`src/design/stamped_lru_memo_cache_assert.svh`:
```
// ----------------------------------------------------------------------------
// stamped_lru_memo_cache assertion macros
// shared concurrent assertion forms clocked on aclk, off while in reset
// ----------------------------------------------------------------------------
`ifndef STAMPED_LRU_MEMO_CACHE_ASSERT_SVH
`define STAMPED_LRU_MEMO_CACHE_ASSERT_SVH

// same-cycle implication
`define SLMC_ASSERT_SAME(lbl, cond, prop, msg) \
    lbl: assert property (@(posedge aclk) disable iff (!aresetn) (cond) |-> (prop)) \
        else $error(msg);

// next-cycle implication
`define SLMC_ASSERT_NEXT(lbl, cond, prop, msg) \
    lbl: assert property (@(posedge aclk) disable iff (!aresetn) (cond) |=> (prop)) \
        else $error(msg);

`endif

```
`src/design/slmc_pkg.sv`:
```
// ----------------------------------------------------------------------------
// slmc_pkg
// shared types and constants of the stamped lru memo cache
// ----------------------------------------------------------------------------
package slmc_pkg;

    localparam int ENTRIES     = 16;
    localparam int IDX_W       = $clog2(ENTRIES);
    localparam int KEY_W       = 64;
    localparam int SIZE_W      = 48;
    localparam int TIME_W      = 64;
    localparam int PAYLOAD_W   = 32;
    localparam int TICK_W      = 64;
    localparam int QUEUE_DEPTH = 2;
    localparam int QPTR_W      = $clog2(QUEUE_DEPTH);
    localparam int QCNT_W      = $clog2(QUEUE_DEPTH + 1);

    typedef enum logic [0:0] {
        REQ_LOOKUP = 1'b0,
        REQ_STORE  = 1'b1
    } req_kind_t;

    typedef struct packed {
        req_kind_t              kind;
        logic [KEY_W-1:0]       key;
        logic [SIZE_W-1:0]      size;
        logic [TIME_W-1:0]      stime;
        logic [PAYLOAD_W-1:0]   payload;
    } req_t;

    typedef struct packed {
        logic                   hit;
        logic [PAYLOAD_W-1:0]   payload;
        logic                   evicted;
        logic [KEY_W-1:0]       evicted_key;
    } rsp_t;

    typedef struct packed {
        logic empty;
        logic full;
    } q_status_t;

    typedef enum logic [1:0] {
        BK_IDLE,
        BK_DECIDE,
        BK_SCAN,
        BK_EVICT
    } bk_state_t;

endpackage

```
`src/design/slmc_back.sv`:
```
// ----------------------------------------------------------------------------
// slmc_back
// cache engine: slot storage, key match, lru victim scan and result register
// ----------------------------------------------------------------------------
module slmc_back (
    input  logic                             aclk,
    input  logic                             aresetn,
    input  slmc_pkg::req_t                   head,
    input  slmc_pkg::q_status_t              q_status,
    output logic                             pop,
    output logic                             m_valid,
    input  logic                             m_ready,
    output logic                             m_hit,
    output logic [slmc_pkg::PAYLOAD_W-1:0]   m_payload_out,
    output logic                             m_evicted,
    output logic [slmc_pkg::KEY_W-1:0]       m_evicted_key
);

    localparam int N = slmc_pkg::ENTRIES;
    localparam int IW = slmc_pkg::IDX_W;
    localparam int TW = slmc_pkg::TICK_W;

    slmc_pkg::bk_state_t                state_reg, state_next;

    logic                               slot_valid_reg [N];
    logic [slmc_pkg::KEY_W-1:0]         slot_key_reg [N];
    logic [slmc_pkg::SIZE_W-1:0]        slot_size_reg [N];
    logic [slmc_pkg::TIME_W-1:0]        slot_time_reg [N];
    logic [slmc_pkg::PAYLOAD_W-1:0]     slot_payload_reg [N];
    logic [TW-1:0]                      slot_last_use_reg [N];
    logic [TW-1:0]                      use_clock_reg, use_clock_next;

    slmc_pkg::req_t                     cur_reg;
    logic                               match_found_reg, match_found_next;
    logic [IW-1:0]                      match_idx_reg, match_idx_next;
    logic                               free_found_reg, free_found_next;
    logic [IW-1:0]                      free_idx_reg, free_idx_next;
    logic [IW-1:0]                      scan_idx_reg, scan_idx_next;
    logic [IW-1:0]                      best_idx_reg, best_idx_next;
    logic [TW-1:0]                      best_tick_reg, best_tick_next;
    logic                               out_valid_reg, out_valid_next;
    slmc_pkg::rsp_t                     out_reg, out_next;

    logic                               out_free;
    logic                               stamp_ok;
    logic                               wr_tick;
    logic                               wr_fill;
    logic [IW-1:0]                      wr_idx;
    logic                               load_out;
    slmc_pkg::rsp_t                     rsp;

    assign out_free = !out_valid_reg || m_ready;
    assign stamp_ok = (slot_size_reg[match_idx_reg] == cur_reg.size)
                   && (slot_time_reg[match_idx_reg] == cur_reg.stime);

    // key match and first free slot against the queue head
    always_comb begin
        match_found_next = 1'b0;
        match_idx_next   = '0;
        free_found_next  = 1'b0;
        free_idx_next    = '0;
        for (int i = N - 1; i >= 0; i--) begin
            if (slot_valid_reg[i] && (slot_key_reg[i] == head.key)) begin
                match_found_next = 1'b1;
                match_idx_next   = IW'(i);
            end
            if (!slot_valid_reg[i]) begin
                free_found_next  = 1'b1;
                free_idx_next    = IW'(i);
            end
        end
    end

    // next state
    always_comb begin
        state_next = state_reg;
        case (state_reg)
            slmc_pkg::BK_IDLE: begin
                if (!q_status.empty) begin
                    state_next = slmc_pkg::BK_DECIDE;
                end
            end
            slmc_pkg::BK_DECIDE: begin
                if (cur_reg.kind == slmc_pkg::REQ_STORE && !match_found_reg
                    && !free_found_reg) begin
                    state_next = slmc_pkg::BK_SCAN;
                end else if (out_free) begin
                    state_next = slmc_pkg::BK_IDLE;
                end
            end
            slmc_pkg::BK_SCAN: begin
                if (scan_idx_reg == IW'(N - 1)) begin
                    state_next = slmc_pkg::BK_EVICT;
                end
            end
            slmc_pkg::BK_EVICT: begin
                if (out_free) begin
                    state_next = slmc_pkg::BK_IDLE;
                end
            end
            default: begin
                state_next = slmc_pkg::BK_IDLE;
            end
        endcase
    end

    // outputs and datapath control
    always_comb begin
        pop            = 1'b0;
        wr_tick        = 1'b0;
        wr_fill        = 1'b0;
        wr_idx         = match_idx_reg;
        load_out       = 1'b0;
        rsp            = '0;
        scan_idx_next  = scan_idx_reg;
        best_idx_next  = best_idx_reg;
        best_tick_next = best_tick_reg;
        case (state_reg)
            slmc_pkg::BK_IDLE: begin
                pop = !q_status.empty;
            end
            slmc_pkg::BK_DECIDE: begin
                if (cur_reg.kind == slmc_pkg::REQ_LOOKUP) begin
                    if (out_free) begin
                        load_out = 1'b1;
                        if (match_found_reg && stamp_ok) begin
                            wr_tick     = 1'b1;
                            rsp.hit     = 1'b1;
                            rsp.payload = slot_payload_reg[match_idx_reg];
                        end
                    end
                end else if (match_found_reg || free_found_reg) begin
                    wr_idx = match_found_reg ? match_idx_reg : free_idx_reg;
                    if (out_free) begin
                        load_out = 1'b1;
                        wr_tick  = 1'b1;
                        wr_fill  = 1'b1;
                    end
                end else begin
                    scan_idx_next  = '0;
                    best_idx_next  = '0;
                    best_tick_next = '1;
                end
            end
            slmc_pkg::BK_SCAN: begin
                if (slot_last_use_reg[scan_idx_reg] < best_tick_reg) begin
                    best_idx_next  = scan_idx_reg;
                    best_tick_next = slot_last_use_reg[scan_idx_reg];
                end
                if (scan_idx_reg != IW'(N - 1)) begin
                    scan_idx_next = scan_idx_reg + IW'(1);
                end
            end
            slmc_pkg::BK_EVICT: begin
                wr_idx = best_idx_reg;
                if (out_free) begin
                    load_out        = 1'b1;
                    wr_tick         = 1'b1;
                    wr_fill         = 1'b1;
                    rsp.evicted     = 1'b1;
                    rsp.evicted_key = slot_key_reg[best_idx_reg];
                end
            end
            default: begin
                pop = 1'b0;
            end
        endcase
    end

    always_comb begin
        use_clock_next = wr_tick ? use_clock_reg + TW'(1) : use_clock_reg;
        out_next       = load_out ? rsp : out_reg;
        if (load_out) begin
            out_valid_next = 1'b1;
        end else if (m_ready) begin
            out_valid_next = 1'b0;
        end else begin
            out_valid_next = out_valid_reg;
        end
    end

    always_ff @(posedge aclk) begin
        if (!aresetn) begin
            state_reg     <= slmc_pkg::BK_IDLE;
            use_clock_reg <= '0;
            out_valid_reg <= 1'b0;
            for (int i = 0; i < N; i++) begin
                slot_valid_reg[i] <= 1'b0;
            end
        end else begin
            state_reg     <= state_next;
            use_clock_reg <= use_clock_next;
            out_valid_reg <= out_valid_next;
            if (wr_fill) begin
                slot_valid_reg[wr_idx] <= 1'b1;
            end
        end
    end

    always_ff @(posedge aclk) begin
        if (pop) begin
            cur_reg         <= head;
            match_found_reg <= match_found_next;
            match_idx_reg   <= match_idx_next;
            free_found_reg  <= free_found_next;
            free_idx_reg    <= free_idx_next;
        end
        scan_idx_reg  <= scan_idx_next;
        best_idx_reg  <= best_idx_next;
        best_tick_reg <= best_tick_next;
        out_reg       <= out_next;
        if (wr_fill) begin
            slot_key_reg[wr_idx]     <= cur_reg.key;
            slot_size_reg[wr_idx]    <= cur_reg.size;
            slot_time_reg[wr_idx]    <= cur_reg.stime;
            slot_payload_reg[wr_idx] <= cur_reg.payload;
        end
        if (wr_tick) begin
            slot_last_use_reg[wr_idx] <= use_clock_next;
        end
    end

    assign m_valid       = out_valid_reg;
    assign m_hit         = out_reg.hit;
    assign m_payload_out = out_reg.payload;
    assign m_evicted     = out_reg.evicted;
    assign m_evicted_key = out_reg.evicted_key;

endmodule

```
`config.mk`:
```
export PLATFORM = sky130hd
export DESIGN_NAME = slmc_back
export DESIGN_NICKNAME = d
export VERILOG_FILES = /design/src/design/stamped_lru_memo_cache_assert.svh /design/src/design/slmc_pkg.sv /design/src/design/slmc_back.sv
export SDC_FILE = /design/constraint.sdc
export NUM_CORES = 2
export LEC_CHECK = 0
export BUFFER_PORTS_ARGS = -buffer_cell sky130_fd_sc_hd__buf_4
export CELL_PAD_IN_SITES_DETAIL_PLACEMENT = 1
export CELL_PAD_IN_SITES_GLOBAL_PLACEMENT = 1
export CORE_ASPECT_RATIO = 1.75
export CORE_MARGIN = 2
export CORE_UTILIZATION = 35
export DETAILED_ROUTE_END_ITERATION = 16
export GPL_TIMING_DRIVEN = 0
export PLACE_DENSITY = 0.53
export RECOVER_POWER = 25
export SYNTH_ARGS = -nofsm -noshare
export SYNTH_HDL_FRONTEND = slang
export SYNTH_MEMORY_MAX_BITS = 65536
export SYNTH_SLANG_ARGS = --single-unit
```
`constraint.sdc`:
```
create_clock -name aclk -period 31.9 [get_ports aclk]
set_input_delay 6.38 -clock aclk [delete_from_list [all_inputs] [get_ports aclk]]
set_output_delay 6.38 -clock aclk [all_outputs]
set_load 0.01 [all_outputs]
```
==> results.tsv <==
metric	value	unit
muxShareOfSynthArea	14.9	%
initial_core_util	35.1	%
ir_drop	78.1	µV
antenna_found_initial	188	
dieArea	569000	µm²
avgRoutedWirePerCell	53.2	µm
synth_compound_area_share	2.75	%
maxCapViolations	35	
grt_pass1_wl	1290000	µm
dr.pass1.iters	6	
relSlewSlack	-40.3	%
grt-busiest-layer	met2	
grt_max_degree	38	
hp-start	slot_valid_reg[10]$_DFF_P_	
r2r-end	slot_last_use_reg[14][33]$_DFFE_PP_	
via_per_inst	5.94	
final_antenna_net_count	0	
worstPathArrival	8.94	ns
hold_depth	1	
clk_latency	1.05	ns
ctsLongestPathBuffers	4	
maxSlewViolCount	276	
num_vias	114000	
cts.root.buffer_cell	clkbuf_16	
cts_setup_buffers	0	
crit_fanout	9	
syn_nets	10200	
drive_gt1_share	26.9	%
wirelength	1020000	µm
yosysWarnings	0	
crit-reg2reg-launch	match_idx_reg[2]$_SDFFCE_PP0P_	
min_path_type	register to register	
power_density	58.6	nW/µm²
cp-end-kind	primary output	
finalSetupViolCount	0	
path_clk_slew	0.08	ns
reg2reg_slack	21.12	ns
status	finished with violations	
grt_use_met3	5.93	%
cts-resized-gates	0	
violations	capacitance limit, slew limit	
synth_area_leaders	edfxtp_1 72%, mux4_2 13%, xnor2_1 2.1%	
first_iter_violations	13200	
crit_path_start_kind	input port	
fin_crit	15.32	ns
async_reset_ff_share	0	%
worst_slew_pin_slew	2.10	ns
syn_area	197000	µm²
io_buffer_count	311	
path_class	input port to primary output	
synth_adder_area_share	0.413	%
postCtsHoldBufs	0	
cts_htree_levels	5	
fmax	65.3	MHz
core	561000	µm²
ioPinCount	314	
synth_top_family_by_area	multiplexers	
grtUsageTotal	35.8	%
layout_commonest_cell	edfxtp_1	
place_hpwl	787000	µm
cts_sinks	4832	
final_cell_area	235000	µm²
globalplace.congestion	1.07	
rows	364	
finalHoldViolations	0	
synth-xor-area-share	3.95	%
grt.overflow.total	0	
nets	11400	
synth_largest_area_cell	edfxtp_1	
cts_buffers	463	
rsz0062_at_grt	no	
finalCritPeriodShare	48.0	%
dieHeight	997	µm
synthSimpleGateAreaFrac	3.32	%
syn_to_final_growth	19.2	%
setup_tns	0	ns
finalClockSkew	0.0904	ns
syn_inst	9917	
synth_area_per_cell	19.9	µm²
synth.yosys.seq_area_share	73.1	%
critPathRequiredTime	25.52	ns
post_dp_cell_area	219000	µm²
synth-main-ff-cell	edfxtp_1	
p_leak	76.6	nW
ff2ff_path_depth	21	
cts_tree	done	
synth.distinct_cells	83	
fp.dieW	571	µm
grt_util_met1	36.9	%
most-common-layout-cells	4741 x edfxtp_1, 1140 x mux4_2, 472 x clkbuf_16	
ys_ff_latch	4832	
synth-edff-count	4741	
use_met2	60.7	%
synth.top_cell.area_share	72.2	%
drc	0	
grt_pass1_vias	116000	
holdPathEnd	slot_valid_reg[10]$_DFF_P_	
## per-layer routing
layer	vias to the layer above	part of all wire [%]	wire length [µm]
met3	2152	5.3	54000
met1	62800	33	333000
met5	-	0.016	163
met2	5809	50	513000
met4	26	12	122000
li1	43400	-	-
## how the worst max path moves through the flow
stage          slack [ns]  cells after the start        start  endpoint
2_1_floorplan        4.21                      1  q_status[1]       pop
3_3_place_gp       -20.70                      3  q_status[1]       pop
3_5_place_dp        16.54                     11  q_status[1]       pop
4_1_cts             16.55                     11  q_status[1]       pop
5_1_grt             16.48                     11  q_status[1]       pop
6_report            16.58                     11  q_status[1]       pop
## cells in the mapped netlist, types with 74 or more instances
library cell / n
a221oi_1: 78
a22oi_1: 86
and2_1: 74
buf_1: 110
buf_2: 88
clkbuf_1: 281
dfxtp_1: 91
edfxtp_1: 4741
inv_1: 213
mux2_2: 76
mux2i_1: 275
mux4_2: 1140
nand2_1: 160
nand2b_1: 108
nand4_1: 183
nor2_1: 116
nor2b_1: 128
nor4_1: 155
o22ai_1: 147
xnor2_1: 464
xor2_1: 425
## report_power, final
part	internal (mW)	switching (mW)
Clock	3.18	2.61
Combinational	0.238	0.598
Sequential	7.02	0.131
Total	10.4	3.34
## per-stage QoR
stage	instances	power (mW)	hold WS, ns	setup slack [ns]	utilization (%)
after floorplan	9917	7.54	0.463	4.21	-
after global placement	17700	8.10	0.485	-20.70	37.2
after detailed placement	18200	8.11	0.492	16.54	39.0
after CTS	19000	13.8	0.510	16.55	41.7
after global routing	19100	14.0	0.551	16.48	41.8
final	19200	13.8	0.512	16.58	41.9
## kinds of logic after synthesis
group | Yosys count
simple gates | 1153
mux | 1491
flops | 4832
compound gates | 743
xor+xnor | 889
fa+ha+maj | 65
buf+inv | 744
## critical path: stages
cell    delay, ns
buf_4        0.13
nor3_2       0.71
buf_6        0.26
buf_8        0.17
buf_6        0.17
buf_6        0.18
buf_6        0.19
buf_6        0.19
buf_6        0.18
buf_6        0.17
buf_4        0.14
## final cells by class
cell class / instances / area (µm²)
Sequential cell: 4832 / 144000
Multi-Input combinational cell: 4341 / 51200
Tap cell: 7503 / 9390
Inverter: 228 / 856
Timing Repair Buffer: 774 / 11100
Clock inverter: 290 / 3220
Antenna cell: 182 / 455
Buffer: 516 / 2360
Clock buffer: 561 / 12200
Fill cell: 53100 / 326000
No activity file was read; power rests on OpenSTA's default activity.
