<file path="config.mk">
export PLATFORM = sky130hd
export DESIGN_NAME = slmc_front
export DESIGN_NICKNAME = d
export VERILOG_FILES = /design/src/design/stamped_lru_memo_cache_assert.svh /design/src/design/slmc_pkg.sv /design/src/design/slmc_front.sv
export SDC_FILE = /design/constraint.sdc
export NUM_CORES = 1
export LEC_CHECK = 0
export BUFFER_PORTS_ARGS = -buffer_cell sky130_fd_sc_hd__buf_2
export CAP_MARGIN = 20
export CORE_AREA = 5 5 163 165
export DETAILED_ROUTE_END_ITERATION = 12
export DIE_AREA = 0 0 168 170
export GPL_TIMING_DRIVEN = 1
export PLACE_DENSITY = 0.6
export SLEW_MARGIN = 15
export SYNTH_ARGS = -nofsm -noshare
export SYNTH_HDL_FRONTEND = slang
export SYNTH_SLANG_ARGS = --single-unit
</file>
<file path="constraint.sdc">
create_clock -name aclk -period 17.63 [get_ports aclk]
set_input_delay 3.526 -clock aclk [delete_from_list [all_inputs] [get_ports aclk]]
set_output_delay 3.526 -clock aclk [all_outputs]
set_load 0.01 [all_outputs]
</file>
<file path="src/design/stamped_lru_memo_cache_assert.svh">
// ----------------------------------------------------------------------------
// stamped_lru_memo_cache assertion macros
// shared concurrent assertion forms clocked on aclk, off while in reset
// ----------------------------------------------------------------------------
`ifndef STAMPED_LRU_MEMO_CACHE_ASSERT_SVH
`define STAMPED_LRU_MEMO_CACHE_ASSERT_SVH

// same-cycle implication
`define SLMC_ASSERT_SAME(lbl, cond, prop, msg) \
    lbl: assert property (@(posedge aclk) disable iff (!aresetn) (cond) |-> (prop)) \
        else $error(msg);

// next-cycle implication
`define SLMC_ASSERT_NEXT(lbl, cond, prop, msg) \
    lbl: assert property (@(posedge aclk) disable iff (!aresetn) (cond) |=> (prop)) \
        else $error(msg);

`endif

</file>
<file path="src/design/slmc_pkg.sv">
// ----------------------------------------------------------------------------
// slmc_pkg
// shared types and constants of the stamped lru memo cache
// ----------------------------------------------------------------------------
package slmc_pkg;

    localparam int ENTRIES     = 16;
    localparam int IDX_W       = $clog2(ENTRIES);
    localparam int KEY_W       = 64;
    localparam int SIZE_W      = 48;
    localparam int TIME_W      = 64;
    localparam int PAYLOAD_W   = 32;
    localparam int TICK_W      = 64;
    localparam int QUEUE_DEPTH = 2;
    localparam int QPTR_W      = $clog2(QUEUE_DEPTH);
    localparam int QCNT_W      = $clog2(QUEUE_DEPTH + 1);

    typedef enum logic [0:0] {
        REQ_LOOKUP = 1'b0,
        REQ_STORE  = 1'b1
    } req_kind_t;

    typedef struct packed {
        req_kind_t              kind;
        logic [KEY_W-1:0]       key;
        logic [SIZE_W-1:0]      size;
        logic [TIME_W-1:0]      stime;
        logic [PAYLOAD_W-1:0]   payload;
    } req_t;

    typedef struct packed {
        logic                   hit;
        logic [PAYLOAD_W-1:0]   payload;
        logic                   evicted;
        logic [KEY_W-1:0]       evicted_key;
    } rsp_t;

    typedef struct packed {
        logic empty;
        logic full;
    } q_status_t;

    typedef enum logic [1:0] {
        BK_IDLE,
        BK_DECIDE,
        BK_SCAN,
        BK_EVICT
    } bk_state_t;

endpackage

</file>
<file path="src/design/slmc_front.sv">
// ----------------------------------------------------------------------------
// slmc_front
// input stage: takes request transactions, classifies them and feeds the queue
// ----------------------------------------------------------------------------
module slmc_front (
    input  logic                                aclk,
    input  logic                                aresetn,
    input  logic                                s_valid,
    output logic                                s_ready,
    input  logic                                s_req_type,
    input  logic [slmc_pkg::KEY_W-1:0]          s_entry_key,
    input  logic [slmc_pkg::SIZE_W-1:0]         s_stamp_size,
    input  logic signed [slmc_pkg::TIME_W-1:0]  s_stamp_time,
    input  logic [slmc_pkg::PAYLOAD_W-1:0]      s_payload_in,
    output logic                                push,
    output slmc_pkg::req_t                      push_item,
    input  slmc_pkg::q_status_t                 q_status
);

    logic            hold_valid_reg, hold_valid_next;
    slmc_pkg::req_t  hold_item_reg, hold_item_next;
    logic            accept;
    logic            pushed;

    assign pushed    = hold_valid_reg && !q_status.full;
    assign s_ready   = !hold_valid_reg || !q_status.full;
    assign accept    = s_valid && s_ready;
    assign push      = hold_valid_reg;
    assign push_item = hold_item_reg;

    always_comb begin
        hold_item_next         = hold_item_reg;
        hold_valid_next        = hold_valid_reg;
        if (accept) begin
            hold_item_next.kind    = s_req_type ? slmc_pkg::REQ_STORE : slmc_pkg::REQ_LOOKUP;
            hold_item_next.key     = s_entry_key;
            hold_item_next.size    = s_stamp_size;
            hold_item_next.stime   = $unsigned(s_stamp_time);
            hold_item_next.payload = s_payload_in;
            hold_valid_next        = 1'b1;
        end else if (pushed) begin
            hold_valid_next        = 1'b0;
        end
    end

    always_ff @(posedge aclk) begin
        if (!aresetn) begin
            hold_valid_reg <= 1'b0;
        end else begin
            hold_valid_reg <= hold_valid_next;
        end
    end

    always_ff @(posedge aclk) begin
        hold_item_reg <= hold_item_next;
    end

endmodule

</file>
==> reports/qor.csv, run 1 <==
metric,value,unit
Pre-Repair DR Iteration Count,4,
vias in the first global route,4033,
die area,0.02856,sq mm
fin nets,879,
most frequent cells in the layout,"buf_2 (423), edfxtp_1 (209), clkbuf_16 (25)",
Sw Pwr,0.0002363,W
first-pass GRT wire length,24870,um
largest net degree at the start of global routing,80,
Yosys reg bits,210,
Peak supply drop,77.65,uV
Detail Route Antenna Nets,0,
Setup Skew,12.16,ps
Initial DRC Count,187,
final wirelength,17820,um
WP data arrival,3840,ps
main area contributors after synthesis,"edfxtp_1 (99%), dfxtp_1 (0.32%), and2_1 (0.099%)",
Synth area leader,edfxtp_1,
Startpoint Class,primary input,
"Largest stage delay, worst path",130,ps
HP Class,reg2reg,
worst min-delay path startpoint,push,
initial antenna violation count,7,
Switching Share,20.96,%
postcts setup bufs,0,
hold path depth,2,
"Avg Cell Area, Syn",29.52,sq um
worst hold path endpoint,push,
drc violations,0,
Crit-path slowest cell,buf_2,
CORE AREA,0.02489,sq mm
Crit path depth,3,
combinational fraction of design power,7.2,%
post-synthesis net count,428,
WL per Instance,17.64,um
final hold vios,0,
DIE HEIGHT,170,um
clock buffer depth,3,
I/O Buffers,423,
Final Util,38.50,%
most frequent CP cell,buf_2,
Final setup violation count,0,
R2R setup slack,15130,ps
CTS resizes,0,
Yosys top cell area share,99.35,%
RSZ-0062 raised after global routing,no,
total gr overflow,0,
top cell family by delay on the critical path,buffers and inverters,
Critical Path End Type,output port,
area grow syn2layout,51.69,%
Least-Margin Pin Slew,1003,ps
CTS buffer count,24,
IO Pins,425,
H-tree depth,1,
"commonest non-fill, non-tap cell in the layout",buf_2,
layout cell share with drive strength beyond 1,67.16,%
FF-to-FF End,push_item[147],
Buf/Inv on CP,2,
Critical R2R Launch,push,
worst skew pair latency,500,ps
Yosys cell types,6,
clock root buffer,clkbuf_16,
Mapped Area,0.006317,sq mm
Final Critical Period,7361,ps
Post-CTS Hold Buffers,0,
Setup TNS Final,0,ps
fin. max-slew vios,0,
"Req. time, crit path",14100,ps
row count,58,
via count,3901,
Leak,4.061,nW
Max Cap Viol,0,
Clk pwr share,40.4,%
CTS sink count,210,
Detailed Place HPWL,13790,um
clock tree from TritonCTS,done,
critical path peak fanout,2,
reg2reg path depth,3,
GRT Total Usage,11.50,%
status,"complete, no violations",
initial core utilization,25.38,%
Ys Warns,0,
DIE WIDTH,168,um
"CTS clk-pin slew, worst paths",50,ps
internal power component,0.0008911,W
Vias/cell,3.862,
CP cell instances,buf_2 > nand2_1 > buf_2,
crit path kind,in2out,
Final Wtd Congestion,0.7917,
power density cells,117.7,mW/mm^2
register area share after synthesis,99.66,%
slew margin rel.,33.15,%
cells after synthesis,214,
f_max,135.8,MHz
sequential share of power,52.5,%
final worst-path cycle share,41.75,%
## worst reg2reg max path: cells and delay by family (launching register included)
kind,cells,cell delay [ps]
flops,1,320
buf+inv,1,860
simple gates,2,810
## power by group through the flow
stage,registers (W),logic (W),clock network (W)
after floorplan,0.000624,0.00000882,0
after global placement,0.000601,0.0000824,0
after detailed placement,0.000602,0.0000833,0
after CTS,0.000592,0.0000833,0.000473
after global routing,0.000594,0.0000875,0.000496
final,0.000592,0.0000809,0.000455
## layout make-up
type	instances	area, sq um
multi-input combinational	4	23.77
tap	330	412.9
clock buffer	32	651.9
clock inverter	8	63.81
sequential	210	6296
fill	2317	15310
timing repair buffer	425	2132
antenna	1	2.502
## registers in the layout (all words and copies together) (netlist names)
| name | count |
|---|---|
| push_item | 209 |
| push | 1 |
## cells in the mapped netlist, drive strengths merged
master and count:
a21oi 1, and2 1, dfxtp 1, edfxtp 209, nand2 1, nor2b 1
## stage by stage
step	cells	hold slack [ps]	total power, W	setup WS (ps)	cell area [sq um]
2_1_floorplan	214	546.4	0.0006327	8587	6317
3_3_place_gp	969	529.7	0.0006837	10260	8865
3_5_place_dp	969	532.1	0.0006855	10270	8865
4_1_cts	1009	542.3	0.001149	10260	9580
5_1_grt	1010	577.1	0.001177	10240	9583
6_report	1010	538.9	0.001127	10270	9583
## cell families (layout without fill, tap and decap cells)
family | Yosys count | in the layout | synth area share, %
flops | 210 | 210 | 99.66
simple gates | 3 | 3 | 0.2575
buf+inv | 0 | 465 | 0
compound gates | 1 | 1 | 0.07915
other cells | 0 | 1 | 0
## routing by layer
metal,wire length (um),global-route usage [%],vias up,share of wire (%)
li1,-,-,1776,-
met1,5959,12.24,1823,33
met2,9167,20.21,251,51
met3,2146,5.552,41,12
met4,477,3.634,10,2.7
met5,69,0.1672,-,0.39
## worst max-delay path by stage
stage / startpoint / endpoint / slack (ps)
floorplan: q_status[0] / push_item[0] / 8590
global placement: q_status[0] / s_ready / 10260
detailed placement: q_status[0] / s_ready / 10270
CTS: q_status[0] / s_ready / 10260
global route: q_status[0] / s_ready / 10240
finish: q_status[0] / s_ready / 10270
Note: power is estimated with default switching activity, not from simulation.
==> run 2, diff against run 1 <==
--- a/config.mk
+++ b/config.mk
@@ -5,13 +5,14 @@
 export SDC_FILE = /design/constraint.sdc
 export NUM_CORES = 1
 export LEC_CHECK = 0
+export ABC_AREA = 1
 export BUFFER_PORTS_ARGS = -buffer_cell sky130_fd_sc_hd__buf_2
 export CAP_MARGIN = 20
 export CORE_AREA = 5 5 163 165
 export DETAILED_ROUTE_END_ITERATION = 12
 export DIE_AREA = 0 0 168 170
 export GPL_TIMING_DRIVEN = 1
-export PLACE_DENSITY = 0.6
+export PLACE_DENSITY = 0.62
 export SLEW_MARGIN = 15
 export SYNTH_ARGS = -nofsm -noshare
 export SYNTH_HDL_FRONTEND = slang
==> constraint.sdc (replaced) <==
create_clock -name aclk -period 6.7 [get_ports aclk]
set_input_delay 1.34 -clock aclk [delete_from_list [all_inputs] [get_ports aclk]]
set_output_delay 1.34 -clock aclk [all_outputs]
set_load 0.01 [all_outputs]
==> run 2 against run 1 <==
Count of clock-buffer cells in the layout is 2 higher. Final cell count grew 0.30%. Clock power grew to 2.8 times the previous value. Flip-flop and latch count is the same. Hold slack got worse by 16 ps.
==> reports/qor.csv, run 2 <==
metric,value,unit
Compound-Gate Fraction of Synth Area,0.2176,%
initial core utilization,25.40,%
reg2reg path depth,2,
total gr overflow,0,
area grow syn2layout,52.99,%
synthesized-area fraction occupied by adder cells,0,%
Initial DRC Count,134,
register area,0.006296,sq mm
"commonest non-fill, non-tap cell in the layout",buf_2,
main area contributors after synthesis,"edfxtp_1 (99%), dfxtp_1 (0.32%), a21oi_2 (0.14%)",
crit path kind,in2reg,
H-tree depth,1,
DIE WIDTH,168,um
power density cells,315.9,mW/mm^2
first-pass GRT wire length,24740,um
postcts setup bufs,0,
Synth top cells by count,"edfxtp_1 (209), inv_1 (2)",
GRT Total Usage,11.53,%
DIE HEIGHT,170,um
final worst-path cycle share,46.40,%
status,"complete, no violations",
Yosys top cell area share,99.25,%
Yosys reg bits,210,
WL per Instance,17.75,um
top-count cell post-synth,edfxtp_1,
internal power component,0.002417,W
post-synthesis net count,429,
f_max,321.7,MHz
multi-input logic area,31.28,sq um
FF-to-FF End,push_item[108],
Synth Area in XOR/XNOR,0,%
Startpoint Class,primary input,
CTS buffer count,24,
largest family of logic cells by synthesized area,compound AO/OA/AOI/OAI gates,
RSZ-0062 raised after global routing,no,
Min Hold Slack,522.6,ps
layout cell share with drive strength beyond 1,67.64,%
clock buffer depth,3,
worst min-delay path startpoint,push,
Final Wtd Congestion,0.8398,
Final setup violation count,0,
die area,0.02856,sq mm
# diodes,0,
register area share after synthesis,99.56,%
final hold vios,0,
Setup Skew,8.051,ps
Async SR Flop Fraction,0,%
fin nets,879,
WP data arrival,3220,ps
row count,58,
final wirelength,17980,um
Setup TNS Final,0,ps
Least-Margin Pin Slew,1152,ps
initial antenna violation count,4,
fin. max-slew vios,0,
Largest register FFs,209,
Critical R2R Launch,push,
Clk pwr share,42.0,%
Synth area leader,edfxtp_1,
R2R setup slack,4190,ps
sequential share of power,51.0,%
slew margin rel.,23.23,%
ys flop type,edfxtp_1,
IO Pins,425,
clock root buffer,clkbuf_16,
Mapped Area,0.006324,sq mm
Critical Path End Type,flop,
largest net degree at the start of global routing,181,
Post-CTS Hold Buffers,0,
via count,3885,
Vias/cell,3.835,
HP Class,reg2reg,
CTS sink count,210,
"Req. time, crit path",6820,ps
critical path peak fanout,180,
"EDFF count, synth",209,
Fill cells,2353,
Max Cap Viol,0,
multiplexer area fraction after synthesis,0,%
cells after synthesis,215,
combinational fraction of design power,7.0,%
Pre-Repair DR Iteration Count,4,
hold path depth,2,
CTS resizes,0,
Yosys cell types,6,
Leak,4.100,nW
simple-gate share of the synthesized area,0.09893,%
"CTS clk-pin slew, worst paths",60,ps
most frequent cells in the layout,"buf_2 (423), edfxtp_1 (209), clkbuf_16 (25)",
I/O Buffers,423,
Switching Share,20.91,%
CORE AREA,0.02489,sq mm
worst skew pair latency,500,ps
Detail Route Antenna Nets,0,
worst hold path endpoint,push,
Sw Pwr,0.0006390,W
Ys Warns,0,
"Avg Cell Area, Syn",29.41,sq um
Peak supply drop,245.5,uV
Final Critical Period,3109,ps
vias in the first global route,4075,
clock tree from TritonCTS,done,
drc violations,0,
-- run 2: cells by family (layout without fill, tap and decap cells) --
group,count (synthesis),in the layout
compound gates,2,2
buf+inv,2,470
flops,210,210
simple gates,1,1
-- run 2: metal layers --
metal / track usage (%) / vias up / routed length [um]
li1: - / 1777 / -
met1: 11.56 / 1800 / 5865
met2: 20.89 / 265 / 9212
met3: 5.691 / 37 / 2316
met4: 3.846 / 6 / 555
met5: 0 / - / 34
-- run 2: final cells by class --
type                    count  area share (%)
flip-flops and latches    210           65.08
repair buffers            424           22.09
clock buffers              34           7.023
well taps                 330           4.268
clock inverters            10           1.138
multi-input cells           3          0.3233
inverters                   2         0.07760
-- run 2: how the worst max path moves through the flow --
stage / slack, ps / from / cells past startpoint / endpoint
2_1_floorplan: 1450 / s_valid / 2 / push_item[0]
3_3_place_gp: 3200 / q_status[0] / 3 / push_item[46]
3_5_place_dp: 3150 / q_status[0] / 3 / push_item[45]
4_1_cts: 3690 / q_status[0] / 3 / s_ready
5_1_grt: 3540 / s_valid / 4 / push_item[18]
6_report: 3590 / q_status[0] / 3 / push_item[108]
-- run 2: worst max-delay path: stages --
cell,delay [ps]
buf_2,120
a21oi_4,770
buf_12,590
-- run 2: power groups by stage --
stage,clock network (W),registers [W],logic (W)
2_1_floorplan,0,0.00164,0.0000241
3_3_place_gp,0,0.00158,0.000217
5_1_grt,0.00139,0.00156,0.000231
3_5_place_dp,0,0.00159,0.000220
4_1_cts,0.00133,0.00156,0.000220
6_report,0.00128,0.00156,0.000214
-- run 2: metrics by stage --
step	instance area, sq um	utilization [%]	std cells	power, W	setup slack, ps
after floorplan	6335	-	215	0.001659	1446
after global placement	8885	35.69	969	0.001800	3200
after detailed placement	8885	35.69	969	0.001805	3146
after CTS	9674	38.87	1013	0.003111	3687
after global routing	9674	38.87	1013	0.003187	3540
final	9674	38.87	1013	0.003056	3591
