==> src/design/stamped_lru_memo_cache_assert.svh <==
// ----------------------------------------------------------------------------
// stamped_lru_memo_cache assertion macros
// shared concurrent assertion forms clocked on aclk, off while in reset
// ----------------------------------------------------------------------------
`ifndef STAMPED_LRU_MEMO_CACHE_ASSERT_SVH
`define STAMPED_LRU_MEMO_CACHE_ASSERT_SVH

// same-cycle implication
`define SLMC_ASSERT_SAME(lbl, cond, prop, msg) \
    lbl: assert property (@(posedge aclk) disable iff (!aresetn) (cond) |-> (prop)) \
        else $error(msg);

// next-cycle implication
`define SLMC_ASSERT_NEXT(lbl, cond, prop, msg) \
    lbl: assert property (@(posedge aclk) disable iff (!aresetn) (cond) |=> (prop)) \
        else $error(msg);

`endif

==> src/design/slmc_pkg.sv <==
// ----------------------------------------------------------------------------
// slmc_pkg
// shared types and constants of the stamped lru memo cache
// ----------------------------------------------------------------------------
package slmc_pkg;

    localparam int ENTRIES     = 16;
    localparam int IDX_W       = $clog2(ENTRIES);
    localparam int KEY_W       = 64;
    localparam int SIZE_W      = 48;
    localparam int TIME_W      = 64;
    localparam int PAYLOAD_W   = 32;
    localparam int TICK_W      = 64;
    localparam int QUEUE_DEPTH = 2;
    localparam int QPTR_W      = $clog2(QUEUE_DEPTH);
    localparam int QCNT_W      = $clog2(QUEUE_DEPTH + 1);

    typedef enum logic [0:0] {
        REQ_LOOKUP = 1'b0,
        REQ_STORE  = 1'b1
    } req_kind_t;

    typedef struct packed {
        req_kind_t              kind;
        logic [KEY_W-1:0]       key;
        logic [SIZE_W-1:0]      size;
        logic [TIME_W-1:0]      stime;
        logic [PAYLOAD_W-1:0]   payload;
    } req_t;

    typedef struct packed {
        logic                   hit;
        logic [PAYLOAD_W-1:0]   payload;
        logic                   evicted;
        logic [KEY_W-1:0]       evicted_key;
    } rsp_t;

    typedef struct packed {
        logic empty;
        logic full;
    } q_status_t;

    typedef enum logic [1:0] {
        BK_IDLE,
        BK_DECIDE,
        BK_SCAN,
        BK_EVICT
    } bk_state_t;

endpackage

==> src/design/slmc_queue.sv <==
// ----------------------------------------------------------------------------
// slmc_queue
// short request fifo between the front and back parts
// ----------------------------------------------------------------------------
module slmc_queue (
    input  logic                 aclk,
    input  logic                 aresetn,
    input  logic                 push,
    input  slmc_pkg::req_t       push_item,
    input  logic                 pop,
    output slmc_pkg::req_t       head,
    output slmc_pkg::q_status_t  q_status
);

    slmc_pkg::req_t                   mem [slmc_pkg::QUEUE_DEPTH];
    logic [slmc_pkg::QPTR_W-1:0]      wr_ptr_reg, wr_ptr_next;
    logic [slmc_pkg::QPTR_W-1:0]      rd_ptr_reg, rd_ptr_next;
    logic [slmc_pkg::QCNT_W-1:0]      count_reg, count_next;
    logic                             do_push;
    logic                             do_pop;

    assign q_status.empty = (count_reg == '0);
    assign q_status.full  = (count_reg == slmc_pkg::QCNT_W'(slmc_pkg::QUEUE_DEPTH));
    assign do_push        = push && !q_status.full;
    assign do_pop         = pop && !q_status.empty;
    assign head           = mem[rd_ptr_reg];

    always_comb begin
        wr_ptr_next = wr_ptr_reg;
        rd_ptr_next = rd_ptr_reg;
        count_next  = count_reg;
        if (do_push) begin
            wr_ptr_next = (wr_ptr_reg == slmc_pkg::QPTR_W'(slmc_pkg::QUEUE_DEPTH - 1))
                        ? '0 : wr_ptr_reg + slmc_pkg::QPTR_W'(1);
        end
        if (do_pop) begin
            rd_ptr_next = (rd_ptr_reg == slmc_pkg::QPTR_W'(slmc_pkg::QUEUE_DEPTH - 1))
                        ? '0 : rd_ptr_reg + slmc_pkg::QPTR_W'(1);
        end
        if (do_push && !do_pop) begin
            count_next = count_reg + slmc_pkg::QCNT_W'(1);
        end else if (do_pop && !do_push) begin
            count_next = count_reg - slmc_pkg::QCNT_W'(1);
        end
    end

    always_ff @(posedge aclk) begin
        if (!aresetn) begin
            wr_ptr_reg <= '0;
            rd_ptr_reg <= '0;
            count_reg  <= '0;
        end else begin
            wr_ptr_reg <= wr_ptr_next;
            rd_ptr_reg <= rd_ptr_next;
            count_reg  <= count_next;
        end
    end

    always_ff @(posedge aclk) begin
        if (do_push) begin
            mem[wr_ptr_reg] <= push_item;
        end
    end

endmodule

==> config.mk <==
export PLATFORM = sky130hd
export DESIGN_NAME = slmc_queue
export DESIGN_NICKNAME = d
export VERILOG_FILES = /design/src/design/stamped_lru_memo_cache_assert.svh /design/src/design/slmc_pkg.sv /design/src/design/slmc_queue.sv
export SDC_FILE = /design/constraint.sdc
export NUM_CORES = 1
export LEC_CHECK = 0
export ABC_AREA = 1
export BUFFER_PORTS_ARGS = -buffer_cell sky130_fd_sc_hd__clkbuf_2
export CAP_MARGIN = 40
export CORE_MARGIN = 10
export CORE_UTILIZATION = 52
export CTS_CLUSTER_DIAMETER = 200
export DETAILED_ROUTE_END_ITERATION = 12
export PLACE_DENSITY = 0.89
export SYNTH_ARGS = -nofsm -noshare
export SYNTH_HDL_FRONTEND = slang
export SYNTH_SLANG_ARGS = --single-unit
==> constraint.sdc <==
create_clock -name aclk -period 13.65 [get_ports aclk]
set_input_delay 2.73 -clock aclk [delete_from_list [all_inputs] [get_ports aclk]]
set_output_delay 2.73 -clock aclk [all_outputs]
set_load 0.005 [all_outputs]
==> impl_metrics.toml, run 1 <==
[outcome]
status = "completed"

[finish]
layout_commonest_cell = "clkbuf_2"
final_cell_mix = "423 x clkbuf_2, 418 x edfxtp_1, 109 x mux2_2"
n_fill_cell = 1868
final_cell_area_um2 = 19800
post_layout_nonfiller_instances = 1567
fin_nets = 1361
largest_reg_flops = 418
area_growth_syn_to_layout_pct = 25.4
drive_gt1_share_pct = 60.4

[sta]
relSlewSlack_pct = 41.5
hold_slack_ns = 0.510
rsz0062_at_grt = "false"
setup_viol = 0
fin_worst_skew_ns = 0.0242
fmax_mhz = 169
fin_crit_ns = 5.90
slew_viol_final = 0
period_share_pct = 43.2
hold_viol_final = 0
finalSetupTns_ns = 0
worst_pin_slew_ns = 0.877

[routing]
top_layer = "met4"
wirelength_mm = 36.4
dr_wl_met2_mm = 18.4
wirelength_met1_mm = 13.4
dr_wl_met3_mm = 3.91
viasPerCell = 5.21
first_pass_iters = 5
ant_nets = 0
vias = 8171
route.detailed.drc = 0
wire_per_inst_um = 23.2
drt-initial-drc-count = 436

[min_path]
min_path_type = "flop to flop"

[die]
coreArea_um2 = 29800
die_h_um = 194
num_io_pins = 424
start_util_pct = 52.9
die_w_um = 194
row_count = 63
die_area_um2 = 37700

[power_and_ir_drop]
total_power_mw = 3.63
max-vdd-ir-drop_v = 0.000128
p_leak_nw = 7.70
pwr_density_cell_nw_per_um2 = 184

[synth]
synthAdderAreaFrac_pct = 0.0794
yosysSeqAreaShare_pct = 80.3
avgSynthCellArea_um2 = 22.9
ys_types = 16
syn-instance-count = 688
ys_ff_latch = 423
synth-xor-area-share_pct = 0
synth_top_area_share_pct = 79.7
yosys.area_share.simple_pct = 0.477
synth_top_family_by_area = "multiplexers"
syn-num-nets = 902
synth_top_area_cell = "edfxtp_1"
synth_area_um2 = 15800
synthMuxAreaShare_pct = 17.3
synth_compound_area_share_pct = 0.127
synth.area.top_cells = "edfxtp_1 80%, mux2_4 9.5%, mux2_2 7.8%"
yosysWarnings = 0

[global_routing]
grt_max_degree = 68
antenna_found_initial = 2
grt_pass1_vias = 8807
grt_overflow = 0
grt_pass1_wl_mm = 54.2
grt_usage_pct = 18.4

[critical_path]
crit_required_ns = 10.92
critical_path_class = "flop to primary output"
path_cells = "buf_4 > buf_4 > buf_16 > mux2_4 > clkbuf_2"
crit_path_end_kind = "primary output"
worstPathArrival_ns = 3.17
max_stage_delay_ns = 0.75
crit_path_frequent_cell = "buf_4"
reg2reg_setup_slack_ns = 10.56
crit_slowest_cell = "buf_4"
cp-start-kind = "flop"
crit_fanout = 57

[flow_run]
maxCapViolCount = 0

[clock_network]
htreeDepth = 2
clk_latency_ns = 0.53
clk_path_buf_depth = 3
cts_resized = 0
holdBufCountCts = 0
path_clk_slew_ns = 0.07
cts_tree = "done"
clock_tree.root_cell = "clkbuf_16"
cts.sinks = 423
post_cts.repair.setup_buffers = 0
numCtsBuffers = 42

[placement]
place.gp.congestion = 0.795
placed_cell_area_um2 = 18400
dp_cells = 1493
port_buffers = 423
hpwl_mm = 26.3
==> cell families after synthesis <==
kind of cell / after synthesis
AND/OR/NAND/NOR: 19
flip-flops: 423
adder cells (fa/ha/maj): 1
multiplexers: 209
AO/OA/AOI/OAI: 4
buffers and inverters: 32
==> Yosys cell counts (all sizes together) <==
master	number
mux2	209
edfxtp	418
buf	23
nand3	1
dfxtp	5
ha	1
nor2	11
nand2	6
nand4	1
o21ai	3
inv	9
a21oi	1
==> path summary, 6_finish.rpt <==
| kind | startpoint | to | cells after the start |
|---|---|---|---|
| max reg2reg | count_reg[0]$_SDFFE_PN0P_ | mem[1][145]$_DFFE_PP_ | 5 |
| min | rd_ptr_reg$_SDFFE_PN0P_ | rd_ptr_reg$_SDFFE_PN0P_ | 2 |
| max | flop | head[133] | 5 |
| min reg2reg | rd_ptr_reg$_SDFFE_PN0P_ | rd_ptr_reg$_SDFFE_PN0P_ | 2 |
==> per-layer routing <==
layer	track usage, %	up-vias
li1	-	3654
met1	21.3	4034
met2	31.5	441
met3	7.07	42
met4	5.05	0
met5	0	-
==> worst max-delay path: cells and delay by family (launching register included) <==
family                 cells  cell delay (ns)
buffers and inverters      4             1.65
DFF                        1             0.57
muxes                      1             0.34
==> final cells by class <==
class | instances | area (um^2) | area share, %
Multi-Input combinational cell | 233 | 2850 | 14.4
Tap cell | 390 | 488 | 2.47
Antenna cell | 2 | 5.00 | 0.0253
Clock buffer | 54 | 1180 | 5.97
Clock inverter | 18 | 189 | 0.956
Inverter | 9 | 33.8 | 0.171
Sequential cell | 423 | 12700 | 64.1
Timing Repair Buffer | 438 | 2350 | 11.9
==> metrics by stage <==
stage | util (%) | setup slack, ns
2_1_floorplan | - | 1.32
3_3_place_gp | 61.1 | 8.16
3_5_place_dp | 61.7 | 8.27
4_1_cts | 66.3 | 7.73
5_1_grt | 66.3 | 7.61
6_report | 66.3 | 7.75
==> power by group <==
part	leakage [nW]	switching, mW	internal (mW)	total (mW)
Sequential	3.94	0.0548	1.64	1.70
Combinational	3.09	0.399	0.399	0.798
Clock	0.669	0.448	0.683	1.13
Total	7.70	0.902	2.72	3.63
(Power assumes the default switching activity.)
==> run 2, diff against run 1 <==
- clock period: 13.65 -> 6 ns (I/O delays scaled with it)
==> impl_metrics.toml, run 2 (synthesis gave the netlist of run 1 again) <==
[critical_path]
crit_required_ns = 4.80
crit_fanout = 71
path_delay_family = "buffers and inverters"
crit_path_end_kind = "primary output"
r2r-start = "count_reg[0]$_SDFFE_PN0P_"
worstPathArrival_ns = 2.41
rr_endpoint = "mem[1][158]$_DFFE_PP_"
crit_buf_inv = 3
critical_path_class = "flop to primary output"
crit_slowest_cell = "dfxtp_4"
reg2reg_setup_slack_ns = 3.99
cp-start-kind = "flop"
path_cells = "buf_16 > buf_12 > mux2_2 > clkbuf_2"
max_stage_delay_ns = 0.47
r2r_cells = 4

[power_and_ir_drop]
pwr-share-seq_pct = 48.3
p_int_mw = 5.99
pwr_density_cell_nw_per_um2 = 409
max-vdd-ir-drop_v = 0.000329
clkPwrFrac_pct = 29.3
comb_power_share_pct = 22.4
switching_power_mw = 1.99
p_leak_nw = 7.57
swShare_pct = 24.9

[die]
coreArea_um2 = 29800
die_h_um = 194
num_io_pins = 424
die_w_um = 194
row_count = 63
die_area_um2 = 37700
start_util_pct = 52.9

[routing]
viasPerCell = 5.21
ant_nets = 0
route.detailed.drc = 0
drt-initial-drc-count = 423
wirelength_mm = 35.5
wire_per_inst_um = 22.8
first_pass_iters = 4
vias = 8098

[clock_network]
cts_resized = 0
numCtsBuffers = 41
post_cts.repair.setup_buffers = 0
clk_latency_ns = 0.51
clock_tree.root_cell = "clkbuf_16"
cts.sinks = 423
path_clk_slew_ns = 0.06
htreeDepth = 2
clk_path_buf_depth = 3
holdBufCountCts = 0
cts_tree = "done"

[sta]
slew_viol_final = 0
relSlewSlack_pct = 32.1
hold_viol_final = 0
fmax_mhz = 277
finalSetupTns_ns = 0
worst_pin_slew_ns = 1.02
fin_worst_skew_ns = 0.0199
setup_viol = 0
hold_slack_ns = 0.519
rsz0062_at_grt = "false"
fin_crit_ns = 3.61
period_share_pct = 60.1

[min_path]
hold_depth = 2
hp-start = "rd_ptr_reg$_SDFFE_PN0P_"
min_path_type = "flop to flop"

[global_routing]
grt_max_degree = 146
grt_pass1_wl_mm = 52.9
grt_overflow = 0
grt_usage_pct = 18.0
antenna_found_initial = 3
grt_pass1_vias = 8832

[finish]
fin_nets = 1353
layout_commonest_cell = "clkbuf_2"
area_growth_syn_to_layout_pct = 23.8
largest_reg_flops = 418
drive_gt1_share_pct = 59.6
fin_util_pct = 65.4
final_cell_mix = "423 x clkbuf_2, 418 x edfxtp_1, 109 x mux2_2"

[placement]
place.gp.congestion = 0.823
hpwl_mm = 25.3
port_buffers = 423

[flow_run]
maxCapViolCount = 0

[outcome]
status = "completed"
## run 2: cell types whose count changed in the layout (fill, tap and decap cells not counted), sizes merged
| cell | previous run | this run |
|---|---|---|
| buf | 15 | 8 |
| clkinv | 12 | 11 |
| bufinv | 4 | 2 |
| inv | 9 | 10 |
| clkinvlp | 2 | 0 |
| diode | 2 | 1 |
## run 2: how the worst max path moves through the flow
stage | endpoint | depth (start not counted)
6_report | head[23] | 4
3_3_place_gp | head[23] | 3
5_1_grt | head[23] | 4
3_5_place_dp | head[23] | 4
4_1_cts | head[23] | 4
2_1_floorplan | mem[0][0]$_DFFE_PP_ | 2
## run 2: layer usage
metal	routed length (um)	vias to the layer above	GRT usage, %
met5	13	-	0
met4	769	2	5.05
met3	3630	60	6.74
met2	18400	415	31.9
met1	12700	3998	19.9
li1	-	3623	-
## run 2: area by class of cell
cell class	instances	area (um^2)
sequential	423	12700
fill	1951	10300
multi-input combinational	233	2850
timing repair buffer	431	2260
clock buffer	54	1090
tap	390	488
clock inverter	14	116
inverter	9	33.8
antenna	1	2.50
## run 2: power by group through the flow
stage	combinational, mW	clock [mW]	sequential [mW]
6_report	1.78	2.34	3.85
5_1_grt	1.92	2.52	3.88
4_1_cts	1.82	2.39	3.86
3_5_place_dp	1.81	0	3.91
3_3_place_gp	1.72	0	3.93
2_1_floorplan	1.09	0	3.95
## run 2: per-stage QoR
| step | power, mW | instance area [um^2] | worst slack [ns] | cells |
|---|---|---|---|---|
| after CTS | 8.07 | 19500 | 2.39 | 1553 |
| after floorplan | 5.03 | 15800 | -1.30 | 688 |
| after global routing | 8.32 | 19500 | 2.31 | 1555 |
| after global placement | 5.64 | 18300 | 2.70 | 1484 |
| final | 7.97 | 19500 | 2.39 | 1555 |
| after detailed placement | 5.72 | 18300 | 2.96 | 1485 |
## run 2: worst min-delay path: stages (launching register included)
cell and delay (ns):
dfxtp_1 0.34, nor2_1 0.06, nor2_1 0.09
==> run 3, diff against run 2 <==
- clock period: 6 -> 3.35 ns (I/O delays scaled with it)
==> impl_metrics.toml, run 3 (synthesis gave the netlist of run 1 again) <==
[power_and_ir_drop]
pwr_density_cell_nw_per_um2 = 732
max-vdd-ir-drop_v = 0.000578
p_leak_nw = 7.56

[placement]
pre_cts_ws_ns = 1.25
port_buffers = 423
hpwl_mm = 26.0
placed_cell_area_um2 = 18300
place.gp.congestion = 0.775
dp_cells = 1485

[flow_run]
maxCapViolCount = 0

[routing]
viasPerCell = 5.19
drt-initial-drc-count = 534
first_pass_iters = 6
vias = 8092
wire_per_inst_um = 23.4
ant_nets = 0
route.detailed.drc = 0
wirelength_mm = 36.5

[sta]
worst_pin_slew_ns = 0.817
fmax_mhz = 384
fin_worst_skew_ns = 0.0202
period_share_pct = 77.8
fin_crit_ns = 2.61
layout_setup_ws_ns = 0.745
slew_viol_final = 0
relSlewSlack_pct = 45.6
hold_viol_final = 0
rsz0062_at_grt = "false"
setup_viol = 0
hold_slack_ns = 0.337

[die]
coreArea_um2 = 29800
die_w_um = 194
num_io_pins = 424
die_h_um = 194
start_util_pct = 52.9
die_area_um2 = 37700
row_count = 63

[critical_path]
path_cells = "buf_12 > mux2_2 > clkbuf_2"
crit_required_ns = 2.68
path_delay_family = "buffers and inverters"
cp-start-kind = "flop"
crit_slowest_cell = "mux2_2"
max_stage_delay_ns = 0.42
crit_fanout = 75
crit_buf_inv = 2
critical_path_class = "flop to primary output"
crit_path_end_kind = "primary output"
worstPathArrival_ns = 1.94

[global_routing]
grt_pass1_vias = 8880
antenna_found_initial = 2
grt_usage_pct = 18.6
grt_pass1_wl_mm = 54.2
grt_overflow = 0
grt_max_degree = 129

[finish]
final_cell_area_um2 = 19500
final_cell_mix = "423 x clkbuf_2, 418 x edfxtp_1, 109 x mux2_2"
drive_gt1_share_pct = 59.7
largest_reg_flops = 418
post_layout_nonfiller_instances = 1558
fin_nets = 1352
area_growth_syn_to_layout_pct = 23.9
layout_commonest_cell = "clkbuf_2"

[clock_network]
htreeDepth = 2
cts.sinks = 423
cts_resized = 0
clock_tree.root_cell = "clkbuf_16"
clk_latency_ns = 0.52
cts_tree = "done"
path_clk_slew_ns = 0.06
holdBufCountCts = 0
clk_path_buf_depth = 3
post_cts.repair.setup_buffers = 0
numCtsBuffers = 41

[min_path]
min_path_type = "primary input to flop"

[outcome]
status = "completed"
run 3: changes by cell type in the layout (fill, tap and decap cells not counted), sizes merged:
cell and change:
buf -1, clkbuf -5, clkinv +6, clkinvlp +1
diode +2
run 3: final cells by class:
class                      instances  area, um^2
antenna                            3        7.51
clock buffer                      49        1060
clock inverter                    21         153
fill                            1941       10300
inverter                           9        33.8
multi-input combinational        233        2860
sequential                       423       12700
tap                              390         488
timing repair buffer             430        2260
run 3: worst paths after layout:
check / to / from / slack (ns) / cells past startpoint
max: head[19] / flop / 0.74 / 3
min: mem[0][75]$_DFFE_PP_ / push_item[75] / 0.34 / 1
max reg2reg: mem[1][17]$_DFFE_PP_ / count_reg[0]$_SDFFE_PN0P_ / 1.48 / 3
min reg2reg: rd_ptr_reg$_SDFFE_PN0P_ / rd_ptr_reg$_SDFFE_PN0P_ / 0.52 / 2
run 3: metrics by stage:
stage	utilization, %	total power [mW]	TNS [ns]
2_1_floorplan	-	8.95	-380.00
3_3_place_gp	61.4	10.1	0
3_5_place_dp	61.4	10.3	0
4_1_cts	65.5	14.5	0
5_1_grt	65.5	14.9	0
6_report	65.5	14.3	0
run 3: layer usage:
metal	vias up	wire, um	GRT usage (%)
li1	3644	-	-
met1	4002	13200	20.8
met2	396	18500	31.8
met3	50	3890	7.78
met4	0	788	5.71
met5	-	0	0
run 3: where the power goes:
part	total, mW	switching [mW]	internal [mW]
Sequential	6.90	0.199	6.70
Combinational	3.22	1.63	1.59
Clock	4.17	1.77	2.39
